File: src/design/sql_keyword_quote_screen_defines.svh
// Assertion macros for the SQL keyword and quote screen.
`ifndef SQL_KEYWORD_QUOTE_SCREEN_DEFINES_SVH
`define SQL_KEYWORD_QUOTE_SCREEN_DEFINES_SVH

// Same-cycle implication, checked outside reset.
`define SKQS_ASSERT_NOW(lbl, ante, cons, msg) \
  lbl: assert property (@(posedge clk_i) disable iff (!rst_ni) (ante) |-> (cons)) \
    else $error(msg);

// Next-cycle implication, checked outside reset.
`define SKQS_ASSERT_NEXT(lbl, ante, cons, msg) \
  lbl: assert property (@(posedge clk_i) disable iff (!rst_ni) (ante) |=> (cons)) \
    else $error(msg);

`endif

File: src/design/skqs_pkg.sv
// Package: keyword table, verdict codes and byte helpers for the SQL screen.
`timescale 1ns / 1ps
package skqs_pkg;

  localparam int unsigned MATCH_WINDOW_DEF = 12;
  localparam int unsigned KW_COUNT = 13;
  localparam int unsigned KW_MAX   = 12;
  localparam int unsigned KW_BITS  = 8 * KW_MAX;

  localparam logic [7:0] QUOTE_CHAR = 8'h27;

  typedef enum logic [1:0] {
    VERDICT_OK      = 2'd0,
    VERDICT_KEYWORD = 2'd1,
    VERDICT_QUOTE   = 2'd2
  } verdict_e;

  // Keywords right-aligned: byte 0 holds the last character.
  localparam logic [KW_BITS-1:0] KW_TEXT [KW_COUNT] = '{
    KW_BITS'("DROP"),
    KW_BITS'("TRUNCATE"),
    KW_BITS'("ALTER"),
    KW_BITS'("DELETE FROM"),
    KW_BITS'("--"),
    KW_BITS'("/*"),
    KW_BITS'("*/"),
    KW_BITS'("; --"),
    KW_BITS'("UNION SELECT"),
    KW_BITS'("OR 1=1"),
    KW_BITS'("OR '1'='1"),
    KW_BITS'("EXEC("),
    KW_BITS'("EXECUTE(")
  };

  localparam int unsigned KW_LEN [KW_COUNT] = '{4, 8, 5, 11, 2, 2, 2, 4, 12, 6, 9, 5, 8};

  // Fold ASCII a..z to upper case; everything else passes as is.
  function automatic logic [7:0] fold_upper(input logic [7:0] c);
    logic [7:0] r;
    r = c;
    if (c inside {[8'h61:8'h7a]}) begin
      r = c - 8'h20;
    end
    return r;
  endfunction

  // Tail byte t is the byte t positions before the newest one (t = 0 newest).
  function automatic logic kw_hit(input logic [KW_BITS-1:0] tail);
    logic hit;
    logic same;
    hit = 1'b0;
    for (int unsigned k = 0; k < KW_COUNT; k++) begin
      same = 1'b1;
      for (int unsigned t = 0; t < KW_MAX; t++) begin
        if (t < KW_LEN[k] && tail[8*t +: 8] != KW_TEXT[k][8*t +: 8]) begin
          same = 1'b0;
        end
      end
      hit = hit | same;
    end
    return hit;
  endfunction

endpackage

File: src/design/sql_keyword_quote_screen.sv
// Top level: byte-serial SQL keyword and single-quote parity screen.
//
//   channel | direction | handshake               | payload
//   --------+-----------+-------------------------+------------------------------
//   in      | sink      | in_valid_i / in_stall_o  | char_byte_i[7:0], last_byte_i
//   out     | source    | out_valid_o / out_stall_i| verdict_o[1:0]
//
// One byte a cycle while no final byte waits on a stalled verdict. Each byte is
// held in the input register; the keyword compare and state update run between
// that register and the result register, which takes the verdict of a final byte.
// Reset clears the history window, the keyword flag and the quote parity.
// A stalled verdict holds the output register; non-final bytes keep flowing,
// and only a final byte waits behind a verdict that has not been taken.
`timescale 1ns / 1ps
`include "sql_keyword_quote_screen_defines.svh"
module sql_keyword_quote_screen
  import skqs_pkg::*;
#(
  parameter int unsigned MatchWindow = MATCH_WINDOW_DEF
) (
  input  logic       clk_i,
  input  logic       rst_ni,
  input  logic       in_valid_i,
  output logic       in_stall_o,
  input  logic [7:0] char_byte_i,
  input  logic       last_byte_i,
  output logic       out_valid_o,
  input  logic       out_stall_i,
  output logic [1:0] verdict_o
);

  // History bytes held behind the newest one.
  localparam int unsigned HistDepth = MatchWindow - 1;

  // Input register: folded byte, raw quote flag, end-of-string flag.
  logic       s1_valid_q;
  logic [7:0] s1_byte_q;
  logic       s1_quote_q;
  logic       s1_last_q;

  // Per-string state.
  logic [7:0] hist_q [HistDepth];
  logic       seen_q;
  logic       odd_q;

  // Result register.
  logic     out_valid_q;
  verdict_e verdict_q;

  logic               out_free;
  logic               s1_adv;
  logic               in_take;
  logic [KW_BITS-1:0] tail;
  logic               hit;
  logic               seen_now;
  logic               odd_now;
  verdict_e           verdict_d;

  // A final byte needs room in the result register; other bytes never wait.
  assign out_free   = !out_valid_q || !out_stall_i;
  assign s1_adv     = s1_valid_q && (!s1_last_q || out_free);
  assign in_stall_o = s1_valid_q && !s1_adv;
  assign in_take    = in_valid_i && !in_stall_o;

  // Build the compare tail: newest byte first, then the most recent history.
  always_comb begin
    tail[7:0] = s1_byte_q;
    for (int unsigned t = 1; t < KW_MAX; t++) begin
      tail[8*t +: 8] = hist_q[HistDepth - t];
    end
  end

  assign hit      = kw_hit(tail);
  assign seen_now = seen_q || hit;
  assign odd_now  = odd_q ^ s1_quote_q;

  // Keyword match wins over odd quote parity.
  always_comb begin
    if (seen_now) begin
      verdict_d = VERDICT_KEYWORD;
    end else if (odd_now) begin
      verdict_d = VERDICT_QUOTE;
    end else begin
      verdict_d = VERDICT_OK;
    end
  end

  // Capture the incoming item; fold case here so the compare sees upper case.
  always_ff @(posedge clk_i or negedge rst_ni) begin
    if (!rst_ni) begin
      s1_valid_q <= 1'b0;
      s1_byte_q  <= '0;
      s1_quote_q <= 1'b0;
      s1_last_q  <= 1'b0;
    end else begin
      if (in_take) begin
        s1_valid_q <= 1'b1;
        s1_byte_q  <= fold_upper(char_byte_i);
        s1_quote_q <= (char_byte_i == QUOTE_CHAR);
        s1_last_q  <= last_byte_i;
      end else if (s1_adv) begin
        s1_valid_q <= 1'b0;
      end
    end
  end

  // Advance the window and sticky flags; drop everything after a final byte.
  always_ff @(posedge clk_i or negedge rst_ni) begin
    if (!rst_ni) begin
      for (int unsigned j = 0; j < HistDepth; j++) begin
        hist_q[j] <= '0;
      end
      seen_q <= 1'b0;
      odd_q  <= 1'b0;
    end else if (s1_adv) begin
      if (s1_last_q) begin
        for (int unsigned j = 0; j < HistDepth; j++) begin
          hist_q[j] <= '0;
        end
        seen_q <= 1'b0;
        odd_q  <= 1'b0;
      end else begin
        for (int unsigned j = 0; j + 1 < HistDepth; j++) begin
          hist_q[j] <= hist_q[j + 1];
        end
        hist_q[HistDepth - 1] <= s1_byte_q;
        seen_q <= seen_now;
        odd_q  <= odd_now;
      end
    end
  end

  // Load a verdict on a final byte; hold it until taken.
  always_ff @(posedge clk_i or negedge rst_ni) begin
    if (!rst_ni) begin
      out_valid_q <= 1'b0;
      verdict_q   <= VERDICT_OK;
    end else begin
      if (s1_adv && s1_last_q) begin
        out_valid_q <= 1'b1;
        verdict_q   <= verdict_d;
      end else if (!out_stall_i) begin
        out_valid_q <= 1'b0;
      end
    end
  end

  assign out_valid_o = out_valid_q;
  assign verdict_o   = verdict_q;

  // A final byte always lands a verdict in the next cycle.
  `SKQS_ASSERT_NEXT(a_last_gives_verdict, s1_adv && s1_last_q, out_valid_q, "final item lost its verdict")
  // String state is cleared once a final byte goes through.
  `SKQS_ASSERT_NEXT(a_clear_after_last, s1_adv && s1_last_q, !seen_q && !odd_q && hist_q[HistDepth - 1] == 8'h00, "state not cleared after final item")
  // A keyword hit on a middle byte sticks.
  `SKQS_ASSERT_NEXT(a_hit_sticks, s1_adv && !s1_last_q && hit, seen_q, "keyword hit not recorded")
  // A final byte never overwrites a verdict that is still stalled.
  `SKQS_ASSERT_NOW(a_no_overwrite, out_valid_q && out_stall_i && s1_valid_q && s1_last_q, !s1_adv, "verdict overwritten while stalled")

endmodule
File: config.mk
export PLATFORM = sky130hd
export DESIGN_NAME = sql_keyword_quote_screen
export DESIGN_NICKNAME = d
export VERILOG_FILES = /design/src/design/skqs_pkg.sv /design/src/design/sql_keyword_quote_screen.sv
export VERILOG_INCLUDE_DIRS = /design/src /design/src/design
export SDC_FILE = /design/constraint.sdc
export NUM_CORES = 1
export LEC_CHECK = 0
export CAP_MARGIN = 30
export CORE_UTILIZATION = 40
export CTS_CLUSTER_DIAMETER = 50
export DETAILED_ROUTE_END_ITERATION = 16
export DONT_BUFFER_PORTS = 1
export PLACE_DENSITY = 0.52
export SYNTH_ARGS = -nofsm -noshare
export SYNTH_HDL_FRONTEND = slang
export SYNTH_SLANG_ARGS = --single-unit
File: constraint.sdc
create_clock -name clk_i -period 4 [get_ports clk_i]
set_input_delay 0.8 -clock clk_i [delete_from_list [all_inputs] [get_ports clk_i]]
set_output_delay 0.8 -clock clk_i [all_outputs]
set_load 0.005 [all_outputs]
; ---- Word level (Yosys, flattened, before mapping)
; Cells that the tools add are included.
; W data, S select, Z words.
[op_classes]
n_addsub = 1
n_mul = 0
n_div = 0
order_cmp = 2
n_eq_ne = 64
n_shift = 0
muxes = 84
bitwise = 13
reduce_logical = 14
[op_table]
columns = cell, count
row1 = $ne A8 B7 Y1 const B, 42
row2 = $ne A8 B6 Y1 const B, 20
row3 = $mux W88, 1
row4 = $mux W1, 80
row5 = $or A1 B1 Y1, 12
row6 = $eq A8 B6 Y1 const B, 1
row7 = $ge A8 B7 Y1 const B, 1
row8 = $le A8 B7 Y1 const B, 1
row9 = $mux W8, 1
row10 = $sub A8 B6 Y8 const B, 1
row11 = $logic_and A1 B1 Y1, 5
row12 = $logic_not A1 Y1, 5
row13 = $mux W2, 2
row14 = $logic_or A1 B1 Y1, 3
row15 = $ne A2 B1 Y1 const B, 1
row16 = $reduce_bool A2 Y1, 1
row17 = $xor A1 B1 Y1, 1
[word_totals]
ff_bits = 104
latchBits = 0
ramBits = 0
romBits = 0
output_inout_bits = 4
memories = 0

; ---- Logic depth before layout (Yosys ltp)
[depth]
depth_word = 24
ltp_mapped = 7
depth_no_buf = 6

; ---- Worst setup path after synthesis
; OpenSTA, ideal clock, no wires.
[synth_path]
path_kind = register to register
startpoint = reg hist_q[31] (netlist bit)
endpoint = reg verdict_q[1] (netlist: verdict_o[1])
setup_ns = 0.120
t_arrival_ns = 2.060
required_ns = 3.880
setup_slack_ns = 1.820
stages_incl_launch_ff = 7
n_path_buf = 0
cell_sequence = dfrtp_1 or3b_1 or3_1 or4_1 a2111oi_2 a311oi_1 a31o_1
[synth_between]
elab_chain_len = 20
elab_cells_between_ends = 53
cone_classes = 7 x eq/ne / 33 x mux / 12 x bitwise / 1 x reduce/logical
[synth_rtl]
columns = element, line_no
row1 = from (decl), sql_keyword_quote_screen.sv:42  ; logic [7:0] hist_q [HistDepth];
row2 = "from (signal, indexed assignment)", sql_keyword_quote_screen.sv:124  ; hist_q[j] <= hist_q[j + 1];
row3 = "from (signal, indexed assignment)", sql_keyword_quote_screen.sv:126  ; hist_q[HistDepth - 1] <= s1_byte_q;
row4 = $ne A8 B6 Y1, skqs_pkg.sv:55  ; if (t < KW_LEN[k] && tail[8*t +: 8] != KW_TEXT[k][8*t +: 8]) begin
row5 = $mux W1 (7 in a row), skqs_pkg.sv:55
row6 = $or A1 B1 Y1 (9 in a row), skqs_pkg.sv:59  ; hit = hit | same;
row7 = $or A1 B1 Y1 (*), skqs_pkg.sv:59
row8 = $logic_or A1 B1 Y1 (*), sql_keyword_quote_screen.sv:74  ; assign seen_now = seen_q || hit;
row9 = $mux W2 (*), sql_keyword_quote_screen.sv:79  ; if (seen_now) begin
row10 = to (signal assigned), sql_keyword_quote_screen.sv:141  ; verdict_q <= verdict_d;
row11 = to (decl), sql_keyword_quote_screen.sv:48  ; verdict_e verdict_q;
; Mark *: on every way between the ends. The rest lies on a longest branch, timed or not.
; A chain may end at the register's enable or synchronous reset.

; ---- Worst setup path in the final report
[layout_path]
startpoint = reg hist_q[63] (netlist bit)
endpoint = reg verdict_q[1] (netlist: verdict_o[1])
[layout_between]
elab_chain_len = 16
elab_cells_between_ends = 22
cone_classes = 2 x eq/ne / 9 x mux / 10 x bitwise / 1 x reduce/logical
[layout_rtl]
columns = element, line_no
row1 = $ne A8 B7 Y1, skqs_pkg.sv:55
row2 = $mux W1 (3 in a row), skqs_pkg.sv:55
row3 = $or A1 B1 Y1 (7 in a row), skqs_pkg.sv:59
row4 = $or A1 B1 Y1 (*) (3 in a row), skqs_pkg.sv:59
row5 = $logic_or A1 B1 Y1 (*), sql_keyword_quote_screen.sv:74
row6 = $mux W2 (*), sql_keyword_quote_screen.sv:79
; Marks and branches as above.

==> metrics.txt <==
status completed; mapped cell area 4680 um^2; num rows 39; measured slew at the worst slew-check pin 0.960 ns; Worst IR Drop VDD 0.362 mV; cell with the most instances after synthesis dfrtp_1; Starting Density 0.410; Sequential Power Share 0.530; switching part of the total 0.254; CP Launch Type flop; critical path data arrival time 2.74 ns; Post-synth EDFFs 0; Finish-stage setup viols 0; Overflow after GRT 0; share of the synthesized area in the top cell type 0.556; fin crit period 2.50 ns; routed via count 3,273; Req. time, crit path 4.24 ns; setup TNS 0 ns; Logic pwr share 0.086; root buf cell clkbuf_16; syn_nets 403; ys async rst share 1.00; DIE AREA 12,100 um^2; crit end category flop; fin crit share 0.625; Fin Clk Skew 0.00398 ns; sequential area share after synthesis 0.556; Die Span Y 110 um; die width 110 um; CTS clk-pin slew, worst paths 0.06 ns; core area 11,400 um^2; CTS H-tree lvls 3; Area Overhead vs Synth 9.40%; leakage power 0.00218 uW; CP Class reg2reg; RSZ-0062 raised after global routing false; dpl hpwl 7580 um; CTS tree yes; final hold vios 0; Synth top cells by count 104 x dfrtp_1, 88 x a22o_1, 21 x clkbuf_1, 19 x nor4b_1, 16 x nand2_1; Routed Antenna Nets 0; total CTS buffers 9; Post-synth top flop dfrtp_1; CP max FO 3; Net Switching 595 uW; initial antenna violation count 0; DRC 0; DR WL/cell 22.0 um; final RePlAce weighted congestion 0.905; cells after synthesis 389; first-pass GRT wire length 18,700 um; DRT Pass-1 Iters 4; max cap viols 0; final net count 394; WL final 11,600 um; I/O pins 17; clock sink count 104; Hold Crit Class in2async; placed cell count 512; Distinct cells, synth 47; highest clock rate 400 MHz; GRT Overall Usage 0.210; antenna cells 0; cell taking the most area after synthesis dfrtp_1; CTS resizes 0; vias per inst 6.21; dpl ws 1.50 ns; vias in the first global route 3,308; final worst slack 1.50 ns; PortBufs 0; Reg2Reg Depth 6; largest net degree at the start of global routing 105; synthesized area per cell 12.0 um^2; max_slew headroom 0.360; Yosys warnings 0; max-slew violations 0; Post-CTS Repair Setup Buffers 0; Hold-fix buffers, CTS 0; top cells by area, synth dfrtp_1 56%, a22o_1 16%, nor4b_1 3.6%; synthesized flop and latch total 104; 1st-iter DRT viols 293; Non-Filler Instances 527; later-pin clock latency in the skew report 0.35 ns; clock share of power 0.383; layout cells sized above 1 0.0859; P_int 1740 uW; buffer depth of the longest clock path 2; PwrDens 456 nW/um^2
cell usage in the layout (no fill, tap or decap), drive strengths merged, types with 3 or more instances in the layout:
cell type | Yosys | final
dfrtp | 104 | 104
a22o | 89 | 89
nor4b | 20 | 20
nand2 | 16 | 16
nand4 | 15 | 15
clkbuf | 21 | 12
nand3 | 8 | 8
nor4bb | 8 | 8
nor2 | 8 | 8
nor2b | 8 | 8
nor3 | 7 | 7
nor4 | 7 | 7
nand4b | 7 | 7
inv | 6 | 6
nor3b | 6 | 6
mux2 | 6 | 6
o21ai | 5 | 5
a21oi | 5 | 5
and2 | 4 | 4
and4 | 4 | 4
and4bb | 3 | 3
nand3b | 3 | 3
or4 | 3 | 3
state kept, by name, summed over array words and instances (netlist names):
name         count
hist_q          88
s1_byte_q        8
verdict_o        2
odd_q            1
out_valid_o      1
s1_last_q        1
s1_quote_q       1
s1_valid_q       1
seen_q           1
logic make-up (layout without fill, tap and decap cells):
| logic type | count (synthesis) | in the layout | synth area share |
|---|---|---|---|
| buffers and inverters | 28 | 23 | 0.0224 |
| flip-flops | 104 | 104 | 0.556 |
| AO/OA/AOI/OAI | 109 | 109 | 0.196 |
| XOR/XNOR | 1 | 1 | 0.00187 |
| AND/OR/NAND/NOR | 140 | 140 | 0.208 |
| adder cells (fa/ha/maj) | 1 | 1 | 0.00267 |
| multiplexers | 6 | 6 | 0.0144 |
final timing paths:
check | start | to | slack, ns
worst max-delay path | hist_q[63] | verdict_o[1] | 1.50
worst min-delay path | rst_ni | hist_q[44] | 0.14
worst max register to register | hist_q[63] | verdict_o[1] | 1.50
worst min register to register | hist_q[84] | hist_q[84] | 0.50
max in group asynchronous | rst_ni | hist_q[31] | 3.67
min in group clk_i | hist_q[84] | hist_q[84] | 0.50
area by class of cell:
| type | instances | area [um^2] |
|---|---|---|
| Fill cell | 1098 | 6290 |
| Sequential cell | 104 | 2600 |
| Multi-Input combinational cell | 257 | 1990 |
| Clock buffer | 12 | 267 |
| Tap cell | 143 | 179 |
| Clock inverter | 3 | 40.0 |
| Timing Repair Buffer | 2 | 27.5 |
| Inverter | 6 | 22.5 |
power groups by stage:
stage	clock network (uW)	registers, uW	logic [uW]
finish	896	1240	202
global route	955	1250	223
floorplan	0	1200	174
global placement	0	1260	200
CTS	926	1240	203
detailed placement	0	1260	202
metrics by stage:
step | hold slack [ns] | util | instance area [um^2] | total power (uW)
global route | 0.128 | 0.449 | 5120 | 2430
floorplan | 0.464 | - | 4680 | 1380
detailed placement | 0.491 | 0.422 | 4820 | 1460
global placement | 0.487 | 0.422 | 4820 | 1460
finish | 0.139 | 0.449 | 5120 | 2340
CTS | 0.131 | 0.449 | 5120 | 2370
routing by layer:
metal / vias up / GRT usage / wire [um]
li1: 1542 / - / -
met1: 1649 / 0.279 / 5370
met2: 67 / 0.338 / 5610
met3: 15 / 0.0453 / 409
met4: 0 / 0.0761 / 217
met5: - / 0 / 0
critical path: stages, from the launching register on:
cell	delay (ns)
dfrtp_1	0.40
nor4b_1	0.49
nand4_1	0.18
or4_1	0.56
a2111oi_2	0.36
a311oi_1	0.16
a31o_1	0.24
Power figures use the tool's default switching activity.
